<file path="config.mk">
export PLATFORM = sky130hd
export DESIGN_NAME = sdsq_slew
export DESIGN_NICKNAME = d
export VERILOG_FILES = /design/src/rtl/sdsq_slew.sv
export SDC_FILE = /design/constraint.sdc
export NUM_CORES = 1
export LEC_CHECK = 0
export ABC_AREA = 1
export BUFFER_PORTS_ARGS = -buffer_cell sky130_fd_sc_hd__clkbuf_2
export CAP_MARGIN = 30
export CELL_PAD_IN_SITES_DETAIL_PLACEMENT = 2
export CELL_PAD_IN_SITES_GLOBAL_PLACEMENT = 2
export CORE_MARGIN = 10
export CORE_UTILIZATION = 30
export CTS_CLUSTER_SIZE = 12
export DETAILED_ROUTE_END_ITERATION = 12
export PLACE_DENSITY_LB_ADDON = 0.08
export SLEW_MARGIN = 25
export SYNTH_ARGS = -nofsm -noshare
export SYNTH_HDL_FRONTEND = slang
export SYNTH_SLANG_ARGS = --single-unit
export TNS_END_PERCENT = 100
</file>
<file path="constraint.sdc">
create_clock -name clk -period 6.9 [get_ports clk]
set_input_delay 1.38 -clock clk [delete_from_list [all_inputs] [get_ports clk]]
set_output_delay 1.38 -clock clk [all_outputs]
set_load 0.01 [all_outputs]
</file>
<file path="src/rtl/sdsq_slew.sv">
// Delay slew unit: registered rate times frame time product, then clamped step toward target.
module sdsq_slew (
	input  logic        clk,
	input  logic        mul_en,
	input  logic [15:0] slew_rate,
	input  logic [15:0] frame_time,
	input  logic [15:0] cur_delay,
	input  logic [15:0] target,
	output logic [15:0] next_delay
);

	logic [31:0] prod_q;
	logic [16:0] up_sum;
	logic [16:0] down_step;
	logic [16:0] room;

	always_ff @(posedge clk) begin
		if (mul_en) begin
			prod_q <= 32'(slew_rate * frame_time);
		end
	end

	always_comb begin
		up_sum    = {1'b0, cur_delay} + {1'b0, prod_q[31:16]};
		down_step = 17'(({1'b0, prod_q} + 33'h0_0000_FFFF) >> 16);
		room      = {1'b0, cur_delay} - {1'b0, target};
		if (cur_delay == target) begin
			next_delay = cur_delay;
		end else if (cur_delay < target) begin
			next_delay = (up_sum > {1'b0, target}) ? target : up_sum[15:0];
		end else begin
			next_delay = (down_step > room) ? target : 16'(cur_delay - down_step[15:0]);
		end
	end

endmodule

</file>
==> PnR_summary.wiki <==
{| class="wikitable"
! Metric !! Value
|-
| Result of the run || finished, final reports clean
|-
| Top reg by flops || prod_q
|-
| Unique masters post-synth || 44
|-
| Count of non-filler cells in the finished layout || 2711
|-
| Root Buffer || sky130_fd_sc_hd__clkbuf_16
|-
| Number of max-cap violations || 0
|-
| Cell-internal power || 4.03 mW
|-
| Count leader, synth || sky130_fd_sc_hd__nand2_1
|-
| Cell type group with the largest total delay on the critical path || adder cells
|-
| Number of nets with antenna violations after detailed routing || 0
|-
| Max transition margin || 47.1%
|-
| TritonRoute pass-1 iters || 6
|-
| Slowest-stage cell, CP || sky130_fd_sc_hd__fa_1
|-
| Core footprint || 0.0465 mm2
|-
| Largest net degree at the start of global routing || 33
|-
| Die ar. || 0.0560 mm2
|-
| Via count || 12900
|-
| Number of flops mapped to enable cells by yosys || 32
|-
| Drt first-iter violations || 410
|-
| Dominant combinational cell family by area after synthesis || adder cells
|-
| Critical path's largest stage delay || 0.53 ns
|-
| Crit Path Class || input port to flop
|-
| Proportion of synthesized chip area in sequential cells || 6.82%
|-
| Hold buffer count at cts || 0
|-
| Adder and majority gate portion of the synthesized area || 44.3%
|-
| Maximum number of buffers from clock root to sink || 2
|-
| Final slew viol count || 0
|-
| Post-Syn Instances || 1987
|-
| Complex-gate fraction of the synthesized area || 7.85%
|-
| TritonCTS clock tree || built
|-
| Global router's overall resource usage || 17.6%
|-
| Tcrit/Tclk final || 95.4%
|-
| Least-Margin Pin Slew || 0.793 ns
|-
| Area share of the largest cell type after synthesis || 28.0%
|-
| Buffers and inverters on the worst path || 7
|-
| Part of the power in registers || 7.4%
|-
| Xor and xnor fraction of the mapped netlist area || 4.35%
|-
| Fraction of final layout cells with drive strength greater than 1 || 11.0%
|-
| Setup TNS || 0 ns
|-
| Count of synthesis-stage warnings from yosys || 0
|-
| Drt via density || 4.74
|-
| Number of antenna violations at the first check in global routing || 0
|-
| Critical path endpoint category || flop
|-
| Die Height || 237 um
|-
| Cell accounting for the most synthesized area || sky130_fd_sc_hd__fa_1
|-
| Nets || 2550
|-
| Crit-path most repeated cell || sky130_fd_sc_hd__fa_1
|-
| Die width || 237 um
|-
| Kind of start point of the critical path || input port
|-
| Sink Count || 32
|-
| Achievable clock frequency || 152 MHz
|-
| Number of global-route vias before repair || 15000
|-
| Routed WL per cell || 18.2 um
|-
| Data arrival time of the critical path || 6.60 ns
|-
| Number of I/O pins || 82
|-
| Switch Pwr || 5.05 mW
|-
| Clock network fraction of total power || 2.2%
|-
| Power density over cell area || 566 mW/mm2
|-
| Post-synthesis to final-layout area growth || 13.9%
|-
| Finish-stage setup viols || 0
|-
| CTS Buf Count || 5
|-
| Max rail drop VDD || 0.000307 V
|-
| Top_reg_cell synth || sky130_fd_sc_hd__edfxtp_1
|-
| Largest cells by area after synthesis || sky130_fd_sc_hd__fa_1 28%, sky130_fd_sc_hd__ha_1 16%, sky130_fd_sc_hd__nand2_1 14%, sky130_fd_sc_hd__inv_1 14%, sky130_fd_sc_hd__edfxtp_1 6.8%
|-
| Synth Register Bits || 32
|-
| Average size of a mapped cell || 7.09 um2
|-
| Most frequent cells after synthesis || 522 x sky130_fd_sc_hd__nand2_1, 510 x sky130_fd_sc_hd__inv_1, 197 x sky130_fd_sc_hd__fa_1
|-
| Post-synthesis instance area || 0.0141 mm2
|-
| Antenna cells || 0
|-
| DRC || 0
|-
| Proportion of synthesized area in mux cells || 0%
|-
| Gp weighted congestion || 0.817
|-
| Max FO, Critical Path || 12
|-
| Half-perimeter wire length after detailed placement || 45300 um
|-
| Placed Cells || 2696
|-
| Synthesized netlist net count || 2434
|-
| Count of H-tree levels built during CTS || 2
|-
| Post-Synth Simple-Gate Area || 20.9%
|-
| CTS clk-pin slew, worst paths || 0.05 ns
|-
| Cells along the critical path || clkbuf_2 -> buf_4 -> nand2_1 -> inv_1 -> fa_1 -> inv_1 -> fa_1 -> fa_1 -> fa_1 -> inv_1 -> fa_1 -> inv_1 -> fa_1 -> inv_1 -> ha_1 -> nand2_1 -> nor2_1 -> a21o_1 -> nand2_1 -> nand3_1 -> nand2_1 -> o31ai_2 -> xor2_1
|-
| Required time reported for the critical path endpoint || 6.92 ns
|-
| Aggregate routed wire length || 49400 um
|-
| Fraction of power spent switching nets || 55.6%
|-
| Number of port buffers || 81
|-
| Fin crit period || 6.58 ns
|-
| Worst min path class || input port to flop
|-
| Grt total ovfl || 0
|-
| Combinational power share || 90.3%
|-
| Initial Utilization || 30.3%
|-
| Hold violation count in the final report || 0
|-
| Number of flip-flops in the largest register || 32
|-
| Registers with the most flip-flops || prod_q x32
|-
| Post-synthesis async set-or-reset flop share || 0%
|-
| Total leakage power || 9.46 nW
|-
| Floorplan row count || 79
|-
| Wire length of the first global-routing pass || 79900 um
|}
## power groups by stage
stage | registers (mW) | clock network [mW] | logic [mW]
after floorplan | 0.642 | 0 | 5.33
after global placement | 0.675 | 0 | 7.93
after detailed placement | 0.680 | 0 | 8.17
after CTS | 0.676 | 0.210 | 8.22
after global routing | 0.689 | 0.217 | 9.53
final | 0.673 | 0.204 | 8.21
## cells by family (layout without fill, tap and decap cells)
logic type      Yosys count  count (layout)
buf+inv                 586             703
simple gates            723             723
compound gates          195             195
flops                    32              32
xor+xnor                 70              70
fa+ha+maj               381             381
## routing by layer
layer  part of all wire, %  vias to the layer above  routed length [um]  global-route usage [%]
met4                   1.5                        0                 746                    2.80
met5                     0                        -                   0                       0
li1                      -                     6190                   -                       -
met1                    42                     6507               20700                    20.2
met3                   1.7                       34                 855                   0.729
met2                    55                      124               27100                    35.3
## repair_timing
action                     in CTS  in global routing
setup endpoints to repair       3                 20
pin swaps                       1                  8
resized for setup               2                 39
buffers inserted                0                  6
gates cloned                    0                  1
## per-stage QoR
step | utilization, % | hold WS, ns | power, mW | setup WS (ns) | instance area [um2]
2_1_floorplan | - | 1.49 | 5.97 | 0.186 | 14100
3_3_place_gp | 33.8 | 1.99 | 8.60 | -0.120 | 15700
3_5_place_dp | 33.8 | 2.00 | 8.85 | -0.202 | 15700
4_1_cts | 34.1 | 1.71 | 9.10 | 0.0194 | 15900
5_1_grt | 34.5 | 1.72 | 10.4 | -0.0298 | 16000
6_report | 34.5 | 1.70 | 9.08 | 0.316 | 16000
## path summary, 6_finish.rpt
path         end         start  cells after the start  slack, ns
max   prod_q[28]  slew_rate[5]                     23       0.32
min    prod_q[0]  slew_rate[0]                      4       1.70
## area by class of cell
cell class / count / area (um2)
Clock buffer: 7 / 133
Clock inverter: 1 / 3.75
Fill cell: 5531 / 30400
Inverter: 513 / 1930
Multi-Input combinational cell: 1369 / 11000
Sequential cell: 32 / 961
Tap cell: 607 / 759
Timing Repair Buffer: 182 / 1240
## layout by cell type (no fill, tap or decap), types with 5 or more instances in the layout
cell type                     n
sky130_fd_sc_hd__a21o_1       8
sky130_fd_sc_hd__a21oi_1     97
sky130_fd_sc_hd__a21oi_2      7
sky130_fd_sc_hd__a31oi_1      5
sky130_fd_sc_hd__buf_12       5
sky130_fd_sc_hd__buf_4       95
sky130_fd_sc_hd__clkbuf_16    6
sky130_fd_sc_hd__clkbuf_2    79
sky130_fd_sc_hd__edfxtp_1    32
sky130_fd_sc_hd__fa_1       195
sky130_fd_sc_hd__ha_1       183
sky130_fd_sc_hd__inv_1      509
sky130_fd_sc_hd__nand2_1    520
sky130_fd_sc_hd__nand2_2      6
sky130_fd_sc_hd__nand3_1     66
sky130_fd_sc_hd__nand3b_1    10
sky130_fd_sc_hd__nand4_1     12
sky130_fd_sc_hd__nor2_1      77
sky130_fd_sc_hd__nor3_1      15
sky130_fd_sc_hd__o211ai_1     8
sky130_fd_sc_hd__o21ai_0     39
sky130_fd_sc_hd__o21ai_1      7
sky130_fd_sc_hd__o21bai_1     5
sky130_fd_sc_hd__xnor2_1     19
sky130_fd_sc_hd__xor2_1      50
Power figures use the tool's default switching activity.
